<file path="config.mk">
export PLATFORM = sky130hd
export DESIGN_NAME = pointer_wheel_event_encoder_core_flat
export DESIGN_NICKNAME = d
export VERILOG_FILES = /design/src/hdl/pwe_pkg.sv /design/src/hdl/pwe_if.sv /design/src/hdl/pointer_wheel_event_encoder_core.sv /design/src/hdl/pwe_div.sv /design/src/flat_wrapper.sv
export SDC_FILE = /design/constraint.sdc
export NUM_CORES = 1
export LEC_CHECK = 0
export BUFFER_PORTS_ARGS = -buffer_cell sky130_fd_sc_hd__buf_2
export CELL_PAD_IN_SITES_DETAIL_PLACEMENT = 0
export CELL_PAD_IN_SITES_GLOBAL_PLACEMENT = 1
export CORE_MARGIN = 3
export CORE_UTILIZATION = 40
export CTS_CLUSTER_DIAMETER = 150
export DETAILED_ROUTE_END_ITERATION = 6
export MAX_ROUTING_LAYER = met4
export PLACE_DENSITY = 0.76
export SLEW_MARGIN = 5
export SYNTH_ARGS = -nofsm -noshare
export SYNTH_HDL_FRONTEND = slang
export SYNTH_SLANG_ARGS = --single-unit
</file>
<file path="constraint.sdc">
create_clock -name clk -period 5.91 [get_ports clk]
set_clock_uncertainty 0.15 [all_clocks]
set_input_delay 0.591 -clock clk [delete_from_list [all_inputs] [get_ports clk]]
set_output_delay 0.591 -clock clk [all_outputs]
set_load 0.02 [all_outputs]
</file>
<file path="src/hdl/pwe_pkg.sv">
// Shared types, constants and helper functions of the pointer wheel event encoder.
package pwe_pkg;

	localparam int MAX_TICKS   = 16;
	localparam int NOTCH_UNITS = 120;

	localparam int COORD_W = 16;
	localparam int DELTA_W = 16;
	localparam int MASK_W  = 8;
	localparam int BTN_W   = 4;
	localparam int SUM_W   = DELTA_W + 1;
	localparam int MAG_W   = DELTA_W;
	localparam int REM_W   = $clog2(NOTCH_UNITS + 1) + 1;
	localparam int TICK_W  = $clog2(MAX_TICKS + 1);

	localparam int RECIP_SHIFT = MAG_W + $clog2(NOTCH_UNITS);
	localparam int RECIP_W     = MAG_W + 1;
	localparam int PROD_W      = MAG_W + RECIP_W;
	localparam logic [RECIP_W-1:0] RECIP_MULT =
		RECIP_W'((2 ** RECIP_SHIFT + NOTCH_UNITS - 1) / NOTCH_UNITS);

	localparam logic signed [REM_W-1:0] REM_LIMIT = REM_W'(NOTCH_UNITS);

	localparam logic [MASK_W-1:0] BTN_LEFT     = 8'h01;
	localparam logic [MASK_W-1:0] BTN_MIDDLE   = 8'h02;
	localparam logic [MASK_W-1:0] BTN_RIGHT    = 8'h04;
	localparam logic [MASK_W-1:0] BTN_EXTRA    = 8'h80;
	localparam logic [MASK_W-1:0] WHEEL_UP     = 8'h08;
	localparam logic [MASK_W-1:0] WHEEL_DOWN   = 8'h10;
	localparam logic [MASK_W-1:0] WHEEL_POS_H  = 8'h20;
	localparam logic [MASK_W-1:0] WHEEL_NEG_H  = 8'h40;
	localparam logic [MASK_W-1:0] WHEEL_BITS   = 8'h78;

	typedef enum logic [1:0] {
		KIND_MOVE   = 2'd0,
		KIND_BUTTON = 2'd1,
		KIND_WHEEL  = 2'd2
	} pwe_kind_t;

	typedef enum logic [1:0] {
		ST_IDLE,
		ST_DIV_V,
		ST_DIV_H,
		ST_EMIT
	} pwe_state_t;

	typedef struct packed {
		pwe_kind_t                  kind;
		logic [COORD_W-1:0]         pos_x;
		logic [COORD_W-1:0]         pos_y;
		logic                       pressed;
		logic [BTN_W-1:0]           buttons;
		logic signed [DELTA_W-1:0]  delta_x;
		logic signed [DELTA_W-1:0]  delta_y;
	} pwe_cmd_t;

	typedef struct packed {
		logic [COORD_W-1:0] event_x;
		logic [COORD_W-1:0] event_y;
		logic [MASK_W-1:0]  event_mask;
		logic               last;
	} pwe_evt_t;

	typedef struct packed {
		logic [MAG_W-1:0] quot;
		logic [REM_W-1:0] rem;
	} pwe_div_res_t;

	function automatic logic [MASK_W-1:0] button_bits(logic [BTN_W-1:0] b);
		logic [MASK_W-1:0] bits;
		bits = '0;
		if (b[0]) bits = bits | BTN_LEFT;
		if (b[1]) bits = bits | BTN_MIDDLE;
		if (b[2]) bits = bits | BTN_RIGHT;
		if (b[3]) bits = bits | BTN_EXTRA;
		return bits;
	endfunction

	function automatic logic signed [SUM_W-1:0] wheel_sum(logic signed [DELTA_W-1:0] delta,
		logic signed [REM_W-1:0] rem);
		logic signed [SUM_W-1:0] acc;
		acc = (delta[DELTA_W-1] == rem[REM_W-1]) ? SUM_W'(rem) : '0;
		return SUM_W'(delta) + acc;
	endfunction

	function automatic logic [MAG_W-1:0] sum_mag(logic signed [SUM_W-1:0] s);
		logic signed [SUM_W-1:0] neg_s;
		neg_s = -s;
		return s[SUM_W-1] ? neg_s[MAG_W-1:0] : s[MAG_W-1:0];
	endfunction

	function automatic logic [TICK_W-1:0] clamp_ticks(logic [MAG_W-1:0] q);
		return (q > MAG_W'(MAX_TICKS)) ? TICK_W'(MAX_TICKS) : q[TICK_W-1:0];
	endfunction

	function automatic logic signed [REM_W-1:0] signed_rem(logic [REM_W-1:0] r, logic neg);
		return neg ? -$signed(r) : $signed(r);
	endfunction

endpackage

</file>
<file path="src/hdl/pwe_if.sv">
// Request and event channel interfaces of the pointer wheel event encoder.
interface pwe_cmd_if;
	logic              valid;
	logic              ready;
	pwe_pkg::pwe_cmd_t data;
	modport source(output valid, output data, input ready);
	modport sink(input valid, input data, output ready);
endinterface

interface pwe_evt_if;
	logic              valid;
	logic              ready;
	pwe_pkg::pwe_evt_t data;
	modport source(output valid, output data, input ready);
	modport sink(input valid, input data, output ready);
endinterface

</file>
<file path="src/hdl/pointer_wheel_event_encoder_core.sv">
// Top level of the pointer wheel event encoder: sequencer, button and wheel state, event output.
// A move or button request yields a single event, shown in the cycle after the request is taken.
// A wheel request runs the vertical and then the horizontal wheel sum through one shared
// divider (reciprocal multiply, remainder, handoff), and the first event is shown once the
// horizontal pass is done; each whole tick then gives a press and a release event at one
// per cycle while evt.ready stays high, up to 64 events in all. The block takes one request
// at a time: ready rises again once the last event of the request has been taken, or once
// the horizontal pass ends for a wheel request that yields no whole tick. A request of
// unused kind is taken and dropped with no event.
module pointer_wheel_event_encoder_core (
	input  logic            clk,
	input  logic            arst_n,
	pwe_cmd_if.sink         cmd,
	pwe_evt_if.source       evt
);

	pwe_pkg::pwe_state_t state_q, state_d;

	logic [pwe_pkg::COORD_W-1:0]        x_q, y_q;
	logic signed [pwe_pkg::DELTA_W-1:0] dx_q;
	logic [pwe_pkg::MASK_W-1:0]         held_q;
	logic signed [pwe_pkg::REM_W-1:0]   vrem_q, hrem_q;
	logic                               vneg_q, hneg_q;
	logic [pwe_pkg::TICK_W-1:0]         vtk_q, htk_q, tk_q;
	logic                               axis_q;
	logic                               press_q;
	logic                               single_q;

	logic                               div_start;
	logic [pwe_pkg::MAG_W-1:0]          div_in;
	logic                               div_done;
	pwe_pkg::pwe_div_res_t              div_res;

	logic signed [pwe_pkg::SUM_W-1:0]   sum_v, sum_h;
	logic [pwe_pkg::TICK_W-1:0]         div_ticks;
	logic [pwe_pkg::MASK_W-1:0]         wheel_bit;
	logic                               last;
	logic                               cmd_take, evt_take;

	pwe_div u_div (
		.clk      (clk),
		.arst_n   (arst_n),
		.start    (div_start),
		.dividend (div_in),
		.done     (div_done),
		.res      (div_res)
	);

	assign sum_v     = pwe_pkg::wheel_sum(cmd.data.delta_y, vrem_q);
	assign sum_h     = pwe_pkg::wheel_sum(dx_q, hrem_q);
	assign div_ticks = pwe_pkg::clamp_ticks(div_res.quot);
	assign cmd_take  = cmd.valid && cmd.ready;
	assign evt_take  = evt.valid && evt.ready;

	always_comb begin
		if (axis_q) wheel_bit = hneg_q ? pwe_pkg::WHEEL_NEG_H : pwe_pkg::WHEEL_POS_H;
		else        wheel_bit = vneg_q ? pwe_pkg::WHEEL_DOWN : pwe_pkg::WHEEL_UP;
		last = single_q ||
			(!press_q && (tk_q == pwe_pkg::TICK_W'(1)) && (axis_q || (htk_q == '0)));
	end

	assign evt.data.event_x    = x_q;
	assign evt.data.event_y    = y_q;
	assign evt.data.event_mask = press_q ? (held_q | wheel_bit) : held_q;
	assign evt.data.last       = last;

	always_ff @(posedge clk or negedge arst_n) begin
		if (!arst_n) state_q <= pwe_pkg::ST_IDLE;
		else         state_q <= state_d;
	end

	always_comb begin
		state_d   = state_q;
		cmd.ready = 1'b0;
		evt.valid = 1'b0;
		div_start = 1'b0;
		div_in    = '0;
		case (state_q)
			pwe_pkg::ST_IDLE: begin
				cmd.ready = 1'b1;
				if (cmd.valid) begin
					case (cmd.data.kind)
						pwe_pkg::KIND_MOVE, pwe_pkg::KIND_BUTTON: state_d = pwe_pkg::ST_EMIT;
						pwe_pkg::KIND_WHEEL: begin
							state_d   = pwe_pkg::ST_DIV_V;
							div_start = 1'b1;
							div_in    = pwe_pkg::sum_mag(sum_v);
						end
						default: state_d = pwe_pkg::ST_IDLE;
					endcase
				end
			end
			pwe_pkg::ST_DIV_V: begin
				if (div_done) begin
					state_d   = pwe_pkg::ST_DIV_H;
					div_start = 1'b1;
					div_in    = pwe_pkg::sum_mag(sum_h);
				end
			end
			pwe_pkg::ST_DIV_H: begin
				if (div_done) begin
					if ((vtk_q == '0) && (div_ticks == '0)) state_d = pwe_pkg::ST_IDLE;
					else                                    state_d = pwe_pkg::ST_EMIT;
				end
			end
			pwe_pkg::ST_EMIT: begin
				evt.valid = 1'b1;
				if (evt.ready && last) state_d = pwe_pkg::ST_IDLE;
			end
			default: state_d = pwe_pkg::ST_IDLE;
		endcase
	end

	always_ff @(posedge clk or negedge arst_n) begin
		if (!arst_n) begin
			held_q   <= '0;
			vrem_q   <= '0;
			hrem_q   <= '0;
			vtk_q    <= '0;
			htk_q    <= '0;
			tk_q     <= '0;
			axis_q   <= 1'b0;
			press_q  <= 1'b0;
			single_q <= 1'b0;
			vneg_q   <= 1'b0;
			hneg_q   <= 1'b0;
		end else begin
			case (state_q)
				pwe_pkg::ST_IDLE: begin
					if (cmd_take) begin
						case (cmd.data.kind)
							pwe_pkg::KIND_MOVE: begin
								single_q <= 1'b1;
								press_q  <= 1'b0;
							end
							pwe_pkg::KIND_BUTTON: begin
								single_q <= 1'b1;
								press_q  <= 1'b0;
								if (cmd.data.pressed)
									held_q <= held_q | pwe_pkg::button_bits(cmd.data.buttons);
								else
									held_q <= held_q & ~pwe_pkg::button_bits(cmd.data.buttons);
							end
							pwe_pkg::KIND_WHEEL: vneg_q <= sum_v[pwe_pkg::SUM_W-1];
							default: ;
						endcase
					end
				end
				pwe_pkg::ST_DIV_V: begin
					if (div_done) begin
						vtk_q  <= div_ticks;
						vrem_q <= pwe_pkg::signed_rem(div_res.rem, vneg_q);
						hneg_q <= sum_h[pwe_pkg::SUM_W-1];
					end
				end
				pwe_pkg::ST_DIV_H: begin
					if (div_done) begin
						htk_q    <= div_ticks;
						hrem_q   <= pwe_pkg::signed_rem(div_res.rem, hneg_q);
						single_q <= 1'b0;
						press_q  <= 1'b1;
						if (vtk_q != '0) begin
							axis_q <= 1'b0;
							tk_q   <= vtk_q;
						end else begin
							axis_q <= 1'b1;
							tk_q   <= div_ticks;
						end
					end
				end
				pwe_pkg::ST_EMIT: begin
					if (evt_take && !single_q) begin
						if (press_q) begin
							press_q <= 1'b0;
						end else if (tk_q == pwe_pkg::TICK_W'(1)) begin
							if (!axis_q && (htk_q != '0)) begin
								axis_q  <= 1'b1;
								tk_q    <= htk_q;
								press_q <= 1'b1;
							end
						end else begin
							tk_q    <= tk_q - 1'b1;
							press_q <= 1'b1;
						end
					end
				end
				default: ;
			endcase
		end
	end

	always_ff @(posedge clk) begin
		if (cmd_take) begin
			x_q  <= cmd.data.pos_x;
			y_q  <= cmd.data.pos_y;
			dx_q <= cmd.data.delta_x;
		end
	end

	a_held_no_wheel: assert property (@(posedge clk) disable iff (!arst_n)
		(held_q & pwe_pkg::WHEEL_BITS) == '0)
		else $error("wheel bit in held button mask");

	a_vrem_range: assert property (@(posedge clk) disable iff (!arst_n)
		(vrem_q < pwe_pkg::REM_LIMIT) && (vrem_q > -pwe_pkg::REM_LIMIT))
		else $error("vertical remainder out of range");

	a_hrem_range: assert property (@(posedge clk) disable iff (!arst_n)
		(hrem_q < pwe_pkg::REM_LIMIT) && (hrem_q > -pwe_pkg::REM_LIMIT))
		else $error("horizontal remainder out of range");

	a_no_overlap: assert property (@(posedge clk) disable iff (!arst_n)
		!(cmd.ready && evt.valid))
		else $error("request taken while events pending");

	a_last_ends: assert property (@(posedge clk) disable iff (!arst_n)
		(evt_take && last) |=> !evt.valid)
		else $error("event after last");

	a_tick_bound: assert property (@(posedge clk) disable iff (!arst_n)
		evt.valid |-> (tk_q <= pwe_pkg::TICK_W'(pwe_pkg::MAX_TICKS)))
		else $error("tick count above limit");

endmodule

</file>
<file path="src/hdl/pwe_div.sv">
// Shared divider by the notch size: reciprocal multiply for the quotient, then the remainder.
module pwe_div (
	input  logic                      clk,
	input  logic                      arst_n,
	input  logic                      start,
	input  logic [pwe_pkg::MAG_W-1:0] dividend,
	output logic                      done,
	output pwe_pkg::pwe_div_res_t     res
);

	logic                        busy1_q;
	logic                        busy2_q;
	logic                        done_q;
	logic [pwe_pkg::MAG_W-1:0]   dd_q;
	logic [pwe_pkg::MAG_W-1:0]   quot_q;
	logic [pwe_pkg::REM_W-1:0]   rem_q;
	logic [pwe_pkg::PROD_W-1:0]  prod;
	logic [pwe_pkg::MAG_W-1:0]   back;
	logic [pwe_pkg::MAG_W-1:0]   diff;

	always_comb begin
		prod = pwe_pkg::PROD_W'(dd_q) * pwe_pkg::PROD_W'(pwe_pkg::RECIP_MULT);
		back = quot_q * pwe_pkg::MAG_W'(pwe_pkg::NOTCH_UNITS);
		diff = dd_q - back;
	end

	always_ff @(posedge clk or negedge arst_n) begin
		if (!arst_n) begin
			busy1_q <= 1'b0;
			busy2_q <= 1'b0;
			done_q  <= 1'b0;
		end else begin
			busy1_q <= start;
			busy2_q <= busy1_q;
			done_q  <= busy2_q;
		end
	end

	always_ff @(posedge clk) begin
		if (start) dd_q <= dividend;
		if (busy1_q) quot_q <= pwe_pkg::MAG_W'(prod >> pwe_pkg::RECIP_SHIFT);
		if (busy2_q) rem_q <= diff[pwe_pkg::REM_W-1:0];
	end

	assign done     = done_q;
	assign res.quot = quot_q;
	assign res.rem  = rem_q;

endmodule

</file>
<file path="src/flat_wrapper.sv">
// flat-port wrapper written by rule: the top's interface ports become plain ports
module pointer_wheel_event_encoder_core_flat 
  (clk, arst_n, cmd_valid, cmd_data, cmd_ready, evt_valid, evt_data, evt_ready);
  pwe_cmd_if cmd_i ();
  pwe_evt_if evt_i ();
  input  logic clk;
  input  logic arst_n;
  input wire logic [$bits(cmd_i.valid)-1:0] cmd_valid;
  input wire logic [$bits(cmd_i.data)-1:0] cmd_data;
  output wire logic [$bits(cmd_i.ready)-1:0] cmd_ready;
  output wire logic [$bits(evt_i.valid)-1:0] evt_valid;
  output wire logic [$bits(evt_i.data)-1:0] evt_data;
  input wire logic [$bits(evt_i.ready)-1:0] evt_ready;
  assign cmd_i.valid = cmd_valid;
  assign cmd_i.data = cmd_data;
  assign cmd_ready = cmd_i.ready;
  assign evt_valid = evt_i.valid;
  assign evt_data = evt_i.data;
  assign evt_i.ready = evt_ready;
  pointer_wheel_event_encoder_core u_core (.clk(clk), .arst_n(arst_n), .cmd(cmd_i), .evt(evt_i));
endmodule
</file>
Word level (Yosys, flattened, before mapping)
Index checks and enable logic that the tools add are counted.
{ "totals": {"regBits": 131, "out_inout_bits": 43} }
{ "classes": {"n_addsub": 7, "mul": 2, "magnitude_cmp": 1, "eq_ne": 19, "muxes": 67, "bitwise_logic": 4, "n_reduce_logical": 33} }
{ "ops": {"columns": ["cell", "count"], "rows": [
  ["8-bit 2-to-1 mux", 14],
  ["16-bit 2-to-1 mux", 5],
  ["5-bit 2-to-1 mux", 8],
  ["16-bit by 17-bit adder with 17-bit output", 2],
  ["17-bit 2-to-1 mux", 2],
  ["16-bit by 16-bit multiplier with 32-bit output, second input constant", 1],
  ["16-bit negator", 2],
  ["16-bit case mux with 2 select lines", 1],
  ["1-bit 2-to-1 mux", 22],
  ["8-bit bitwise OR", 2],
  ["5-bit zero test", 3],
  ["2-bit 2-to-1 mux", 6],
  ["10-bit by 5-bit > comparator with 1-bit output, second input constant", 1],
  ["10-bit by 4-bit multiplier with 5-bit output, second input constant", 1],
  ["2-bit by 1-bit != test with 1-bit output, second input constant", 5],
  ["2-bit != test, second input constant", 5],
  ["5-bit case mux with 2 select lines", 1],
  ["5-bit AND reduction", 2],
  ["5-bit nonzero test", 2],
  ["8-bit AND", 1],
  ["1-bit logical AND", 8],
  ["8-bit negator", 1],
  ["8-bit inverter", 1],
  ["2-bit case mux with 4 select lines", 1],
  ["other kinds (22)", 36]
]} }

Logic depth before layout (Yosys ltp)
Gate-level depths: netlist of run 1.
{ "depth": {"ltp_word": 11, "mapped_depth": 17} }

Cells and area by module
From an unflattened synthesis of run 1, not the netlist that was laid out.
{ "hier_totals": {"cells_unflattened": 994, "hier_area_um2": 10077.2} }
{ "modules_own_cells": {"columns": ["mod", "n_inst", "cells_per_inst", "area_each_um2", "seq_area_each_um2"], "rows": [
  ["pointer_wheel_event_encoder_core", 1, 652, 6170.9, 2492.4],
  ["pwe_div", 1, 342, 3906.2, 1096.1]
]} }

Worst setup path after synthesis of run 1
No wires, ideal clock.
{ "synth_timing": {"path_type": "reg-to-reg", "from": "register u_core.u_div.dd_q[5] (netlist bit)", "to": "register u_core.u_div.quot_q[9] (netlist bit), data pin", "setup_ps": 258, "arrival_time_ps": 4383, "t_required_ps": 5502, "setup_slack_ps": 1120, "path_stages_with_launch": 18, "path_buffers": 0, "synth_period_minus_slack_ps": 4790, "cell_sequence": "edfxtp_1 -> ha_1 -> inv_1 -> fa_1 -> inv_1 -> fa_1 -> ha_1 -> ha_1 -> ha_1 -> a21o_1 -> a21oi_1 -> o211ai_1 -> nand3_1 -> o31ai_1 -> nor4_1 -> o311ai_0 -> a21oi_1 -> xnor2_1"} }
{ "synth_via": {"elab_chain_cells": 1} }
{ "synth_lines": {"columns": ["item", "line_no", "text"], "rows": [
  ["start, declared", "pwe_div.sv:14", "logic [pwe_pkg::MAG_W-1:0] dd_q;"],
  ["start signal, assigned", "pwe_div.sv:40", "if (start) dd_q <= dividend;"],
  ["16-bit by 16-bit multiplier with 32-bit output", "pwe_div.sv:22", "prod = pwe_pkg::PROD_W'(dd_q) * pwe_pkg::PROD_W'(pwe_pkg::RECIP_MULT);"],
  ["net u_core.u_div.prod (one bit)", "pwe_div.sv:17", "logic [pwe_pkg::PROD_W-1:0] prod;"],
  ["end signal, assigned", "pwe_div.sv:41", "if (busy1_q) quot_q <= pwe_pkg::MAG_W'(prod >> pwe_pkg::RECIP_SHIFT);"],
  ["end, declared", "pwe_div.sv:15", "logic [pwe_pkg::MAG_W-1:0] quot_q;"]
]} }
The timed path passes the listed nets, and every way through them passes these cells.
A chain may end at the register's enable or synchronous reset.

Worst setup path in the final report of run 1
Ends and elaborated chain as after synthesis.

==> metrics.md, run 1 <==
| Metric | Value |
|---|---|
| WL/cell | 15.3 um |
| Syn-to-layout area delta | 15.2% |
| Comb pwr share | 52.9% |
| Remaining DRCs | 0 |
| Post-CTS Resized | 0 |
| Async SR Flop Fraction | 35.4% |
| Post-synthesis instance area | 9970 um^2 |
| Final GP Congestion | 0.851 |
| Final wirelength | 22.1 mm |
| Post-Syn Instances | 992 |
| DRT Pass-1 Iters | 5 |
| # hold bufs at CTS | 0 |
| DR WL met3 | 964 um |
| CTS tree | done |
| DR top layer | met4 |
| Startpoint Class | register |
| # placed instances | 1,416 |
| VDD IR max | 224 uV |
| Worst-path clk slew | 60 ps |
| # diodes | 0 |
| Vias/cell | 5.22 |
| Endpoints failing setup | 0 |
| IO Pins | 118 |
| Final slew viol count | 0 |
| Unrepaired setup endpoints after global routing | false |
| Fmax | 0.187 GHz |
| Initial antenna violation count | 1 |
| Yosys top cell area share | 24.7% |
| Worst Tran Pin Value | 1030 ps |
| Starting DRT DRC Count | 364 |
| CP Class | register to register |
| Post-route ant nets | 0 |
| Switch share | 43.1% |
| Vias post-DR | 7,565 |
| Global Route Usage Sum | 17.4% |
| Register area share after synthesis | 36.0% |
| Die Ht | 164 um |
| Routed length on met1 | 10.4 mm |
| Worst Path Max Fanout | 4 |
| Clock share of power | 20.2% |
| Met2 wire length | 10.6 mm |
| Die area | 26,900 um^2 |
| Hold Path Class | primary input to async pin |
| # clock sinks | 127 |
| Clock Path Buffers | 2 |
| Largest net degree at the start of global routing | 50 |
| Outcome | completed |
| Synth area leaders | edfxtp_1 25%, ha_1 18%, dfrtp_1 11%, fa_1 5.0%, xnor2_1 4.0% |
| Final Cycle Share | 90.2% |
| First-pass GRT wire length | 36.5 mm |
| Port Buffer Count | 117 |
| NetSw | 2.23 mW |
| Sum Neg Setup Slack | 0 ps |
| Initial core utilization | 40.9% |
| Post-synth top flop | edfxtp_1 |
| Worst-Skew Late Latency | 420 ps |
| Crit end category | register |
| #FFs+latches synth | 127 |
| Post-DP HPWL | 17.8 mm |
| Mean Syn Cell Area | 10.1 um^2 |
| TritonCTS buffer count | 17 |
| Placement Rows | 57 |
| Postcts setup bufs | 0 |
| Fin nets | 1,357 |
| Internal power | 2.94 mW |
| Pwr dens | 449 nW/um^2 |
| Req. time, crit path | 5930 ps |
| Leakage | 5.24 nW |
| Clk root buf | clkbuf_16 |
| H-Tree Depth | 4 |
| Final Hold Viols | 0 |
| Die width | 164 um |
| Vias in the first global route | 7,484 |
| Fin util | 47.1% |
| Final Non-Filler Cells | 1,448 |
| CP arrival | 5350 ps |
| Max_cap viols | 0 |
| Slew Limit Headroom | 31.6% |
| Core footprint | 24,400 um^2 |
| Layout cells sized above 1 | 15.9% |
| Reg power frac | 26.9% |
| Unique cell type count in the Yosys netlist | 74 |
| Period minus WS final | 5330 ps |
| Synth area leader | edfxtp_1 |
| Remaining global-route overflow | 0 |
| EDFF count, synth | 82 |
| Syn Nets | 1,238 |
| YS warnings | 0 |
state kept, by name (all words and copies together) (netlist names), 2 cells and up, named ones only:
| name | count |
|---|---|
| u_core.x_q | 16 |
| u_core.state_q | 2 |
| u_core.u_div.dd_q | 16 |
| u_core.vtk_q | 5 |
| u_core.y_q | 16 |
| u_core.htk_q | 5 |
| u_core.u_div.quot_q | 10 |
| u_core.u_div.rem_q | 8 |
| u_core.hrem_q | 8 |
| u_core.dx_q | 16 |
| u_core.tk_q | 5 |
| u_core.vrem_q | 8 |
layer usage:
layer | track usage [%] | vias to the layer above
li1 | - | 3815
met1 | 22.8 | 3557
met2 | 28.8 | 175
met3 | 2.67 | 18
met4 | 3.23 | 0
met5 | - | -
cell type report:
class / instances / area, um^2
fillers: 2327 / 12900
multi-input cells: 743 / 5910
flip-flops and latches: 127 / 3590
repair buffers: 122 / 623
clock buffers: 18 / 450
well taps: 324 / 405
inverters: 100 / 375
clock inverters: 14 / 131
worst paths after layout:
kind                                           start                     end  slack (ps)  depth (start not counted)
worst max-delay path            u_core.u_div.dd_q[5]  u_core.u_div.quot_q[9]         580                         17
worst min-delay path                          arst_n          u_core.tk_q[4]         100                          2
worst max register to register  u_core.u_div.dd_q[5]  u_core.u_div.quot_q[9]         580                         17
worst min register to register      u_core.vrem_q[0]        u_core.vrem_q[0]         330                          2
max in group asynchronous                     arst_n           u_core.vneg_q        5080                          2
min in group clk                        cmd_data[45]           u_core.y_q[8]         200                          1
worst max-delay path, cell delays in order (launching register included):
cell      delay [ps]
edfxtp_1         470
ha_1             310
inv_1             70
fa_1             570
inv_1             70
fa_1             460
ha_1             310
ha_1             300
ha_1             330
a21o_1           120
a21oi_1           70
o211ai_1         200
nand3_1          100
o31ai_1          580
nor4_1           150
o311ai_0         540
a21oi_1          170
xnor2_1          140
per-stage QoR:
stage          setup WS, ps  power [mW]  instance area [um^2]  hold WS [ps]
3_3_place_gp            702        4.12                 10900           313
3_5_place_dp            536        4.15                 10900           319
2_1_floorplan          1120        3.47                  9970           145
5_1_grt                 241        5.62                 11500           151
4_1_cts                 528        5.23                 11500           125
6_report                577        5.16                 11500           103
power groups by stage:
| stage | sequential, mW | clock, mW | combinational, mW |
|---|---|---|---|
| after floorplan | 1.37 | 0 | 2.09 |
| after global placement | 1.40 | 0 | 2.72 |
| after detailed placement | 1.41 | 0 | 2.75 |
| after CTS | 1.39 | 1.07 | 2.77 |
| after global routing | 1.42 | 1.10 | 3.10 |
| final | 1.39 | 1.04 | 2.73 |
kinds of logic after synthesis:
group / synth area share (%)
buf+inv: 4.72
fa+ha+maj: 23.3
mux: 1.08
compound gates: 15.5
simple gates: 12.3
flops: 36.0
xor+xnor: 7.03
placed cells by master, fill, tap and decap left out, types with 6 or more instances in the layout:
| cell type | synthesis | routed |
|---|---|---|
| o31ai_1 | 10 | 10 |
| xnor2_1 | 45 | 45 |
| clkbuf_16 | 0 | 18 |
| inv_1 | 100 | 99 |
| xor2_1 | 35 | 35 |
| mux2_2 | 6 | 6 |
| edfxtp_1 | 82 | 82 |
| o22ai_1 | 20 | 20 |
| buf_2 | 1 | 117 |
| ha_1 | 146 | 146 |
| fa_1 | 25 | 25 |
| and2_1 | 16 | 16 |
| nand2_1 | 85 | 85 |
| a21o_1 | 12 | 12 |
| or3_1 | 11 | 11 |
| nor2_1 | 56 | 56 |
| nor2b_1 | 10 | 10 |
| nor3_1 | 20 | 20 |
| a21oi_1 | 44 | 44 |
| a211oi_1 | 12 | 12 |
| o21ai_0 | 67 | 67 |
| o21a_1 | 6 | 6 |
| nand3_1 | 10 | 10 |
| o211ai_1 | 6 | 6 |
| a31oi_1 | 8 | 8 |
| dfrtp_1 | 45 | 45 |
synth_stat cells, drive strengths merged (13+ instances only):
cell / instances
edfxtp: 82
a21oi: 46
nand2: 85
o21ai: 69
xor2: 35
o22ai: 20
nor2: 56
fa: 25
a211oi: 13
ha: 146
dfrtp: 45
xnor2: 45
inv: 100
clkbuf: 17
and2: 16
nor3: 20
No activity file was read; power rests on OpenSTA's default activity.
==> run 2: changes to the inputs <==
REMOVE_ABC_BUFFERS = 1   (was unset)
==> run 2 against run 1 <==
The flow now finishes with violations (design-rule violations). Non-clock buffer count is the same. Cell area up 0.27%. Setup slack improved by 67 ps. Flip-flop and latch count did not move. Critical path type unchanged. Sequential power is essentially flat. Maximum frequency is 1.3% higher. First-iteration DRC count is 3.8% higher. Sequential share of layout area shrank 0.085 points. Clock power increased by 5%.
==> metrics.md, run 2 (same netlist as run 1, synthesis figures left out) <==
| Metric | Value |
|---|---|
| Outcome | finished, violations left |
| Failing checks | design-rule violations |
| Global Route Usage Sum | 17.3% (-0.070 points) |
| Worst Path Max Fanout | 4 (unchanged) |
| # hold bufs at CTS | 0 (unchanged) |
| Placement Rows | 57 (unchanged) |
| Internal power | 3.00 mW (+2.2%) |
| Final Cycle Share | 89.1% (-1.1 points) |
| Vias/cell | 5.18 (-0.94%) |
| First-pass GRT wire length | 36.3 mm (-0.66%) |
| VDD IR max | 238 uV (+6.3%) |
| WL/cell | 15.2 um (-0.86%) |
| Die Ht | 164 um (unchanged) |
| TritonCTS buffer count | 17 (unchanged) |
| Slew Limit Headroom | 29.4% (-2.2 points) |
| Die area | 26,900 um^2 (unchanged) |
| Worst Tran Pin Value | 1060 ps (+32.4 ps) |
| Initial antenna violation count | 0 (-1) |
| Die width | 164 um (unchanged) |
| Vias post-DR | 7,494 (-0.94%) |
| Unrepaired setup endpoints after global routing | false |
| Post-CTS Resized | 0 (unchanged) |
| Reg power frac | 26.7% (-0.2 points) |
| Startpoint Class | register |
| Fin util | 47.2% (+0.13 points) |
| Commonest non-fill, non-tap cell in the layout | ha_1 |
| Comb pwr share | 52.3% (-0.6 points) |
| Sum Neg Setup Slack | 0 ps (unchanged) |
| Worst-Skew Late Latency | 430 ps (about the same) |
| # diodes | 0 (unchanged) |
| Port Buffer Count | 117 (unchanged) |
| Endpoints failing setup | 0 (unchanged) |
| # placed instances | 1,416 (unchanged) |
| DRT Pass-1 Iters | 7 (+2) |
| Remaining DRCs | 1 (+1) |
| Period minus WS final | 5270 ps (-67.2 ps) |
| Met2 Use GR | 27.6% (-1.2 points) |
| Req. time, crit path | 5940 ps (about the same) |
| Final slew viol count | 0 (unchanged) |
| Final GP Congestion | 0.866 (+1.8%) |
| IO Pins | 118 (unchanged) |
| Leakage | 5.26 nW (+0.36%) |
| Pwr dens | 453 nW/um^2 (+0.80%) |
| Final wirelength | 21.9 mm (-0.86%) |
| Hold Path Class | primary input to async pin |
| CP arrival | 5300 ps (-50 ps) |
| Final Hold Viols | 0 (unchanged) |
| Clock Path Buffers | 2 (unchanged) |
| NetSw | 2.22 mW (-0.39%) |
| Largest net degree at the start of global routing | 50 (unchanged) |
| Remaining global-route overflow | 0 (unchanged) |
| Post-route ant nets | 0 (unchanged) |
| Fin nets | 1,357 (unchanged) |
| Post-DP HPWL | 17.6 mm (-0.67%) |
| Core footprint | 24,400 um^2 (unchanged) |
| Worst-path clk slew | 70 ps (about the same) |
| Starting DRT DRC Count | 378 (+3.8%) |
| Met1 Usage GRT | 23.6% (+0.82 points) |
| CTS tree | done |
| Layout cells sized above 1 | 15.9% (unchanged) |
| Fillers | 2,348 (+0.90%) |
| Vias in the first global route | 7,336 (-2.0%) |
| CP Class | register to register |
| GR Layer Usage met3 | 3.25% (+0.58 points) |
| Fmax | 0.190 GHz (+1.3%) |
| # clock sinks | 127 (unchanged) |
| Most frequent cells in the layout | 146 x ha_1, 117 x buf_2, 99 x inv_1 |
| Clock share of power | 20.9% (+0.7 points) |
| GRT busiest layer | met2 |
| Postcts setup bufs | 0 (unchanged) |
| Crit end category | register |
| Switch share | 42.5% (-0.62 points) |
| Clk root buf | clkbuf_16 |
| Initial core utilization | 40.9% (unchanged) |
| Final Non-Filler Cells | 1,448 (unchanged) |
| Max_cap viols | 0 (unchanged) |
| H-Tree Depth | 4 (unchanged) |
| Syn-to-layout area delta | 15.5% |
## run 2: path summary, 6_finish.rpt
check,start,endpoint,slack (ps),cells after the start
min,arst_n,u_core.htk_q[4],100,2
max,u_core.u_div.dd_q[6],u_core.u_div.quot_q[9],640,16
min in group clk,cmd_data[67],u_core.x_q[14],190,1
min reg2reg,u_core.vrem_q[3],u_core.vrem_q[3],340,2
max in group asynchronous,arst_n,u_core.vneg_q,5100,2
max reg2reg,u_core.u_div.dd_q[6],u_core.u_div.quot_q[9],640,16
## run 2: per-layer routing
layer	vias to the layer above	wire, um
li1	3816	-
met1	3516	10600
met2	149	10400
met3	13	826
met4	0	123
met5	-	0
## run 2: critical path: stages, from the launching register on
cell	delay, ps
edfxtp_1	460
ha_1	350
fa_1	580
inv_1	80
fa_1	510
inv_1	40
ha_1	280
ha_1	290
ha_1	330
a21oi_1	80
o211ai_1	180
nand3_1	110
o31ai_1	590
nor4_1	150
o311ai_0	540
a21oi_1	160
xnor2_1	140
## run 2: layout make-up
class | instances | area [um^2] | share of cell area, %
clock buffer | 19 | 475 | 4.13
clock inverter | 13 | 138 | 1.19
inverter | 100 | 375 | 3.26
multi-input combinational | 743 | 5910 | 51.3
sequential | 127 | 3590 | 31.2
tap | 324 | 405 | 3.52
timing repair buffer | 122 | 623 | 5.41
## run 2: power groups by stage
stage	Sequential [mW]	Combinational (mW)	Clock (mW)
4_1_cts	1.39	2.76	1.12
3_3_place_gp	1.41	2.72	0
6_report	1.40	2.73	1.09
5_1_grt	1.42	3.11	1.16
3_5_place_dp	1.41	2.74	0
2_1_floorplan	1.40	2.04	0
## run 2: per-stage QoR
step	area (um^2)	worst slack (ps)	total power [mW]	hold slack [ps]
after floorplan	9880	1120	3.44	145
after global placement	10900	701	4.13	315
after detailed placement	10900	627	4.15	332
after CTS	11500	627	5.27	120
after global routing	11500	287	5.68	149
final	11500	644	5.22	96.1
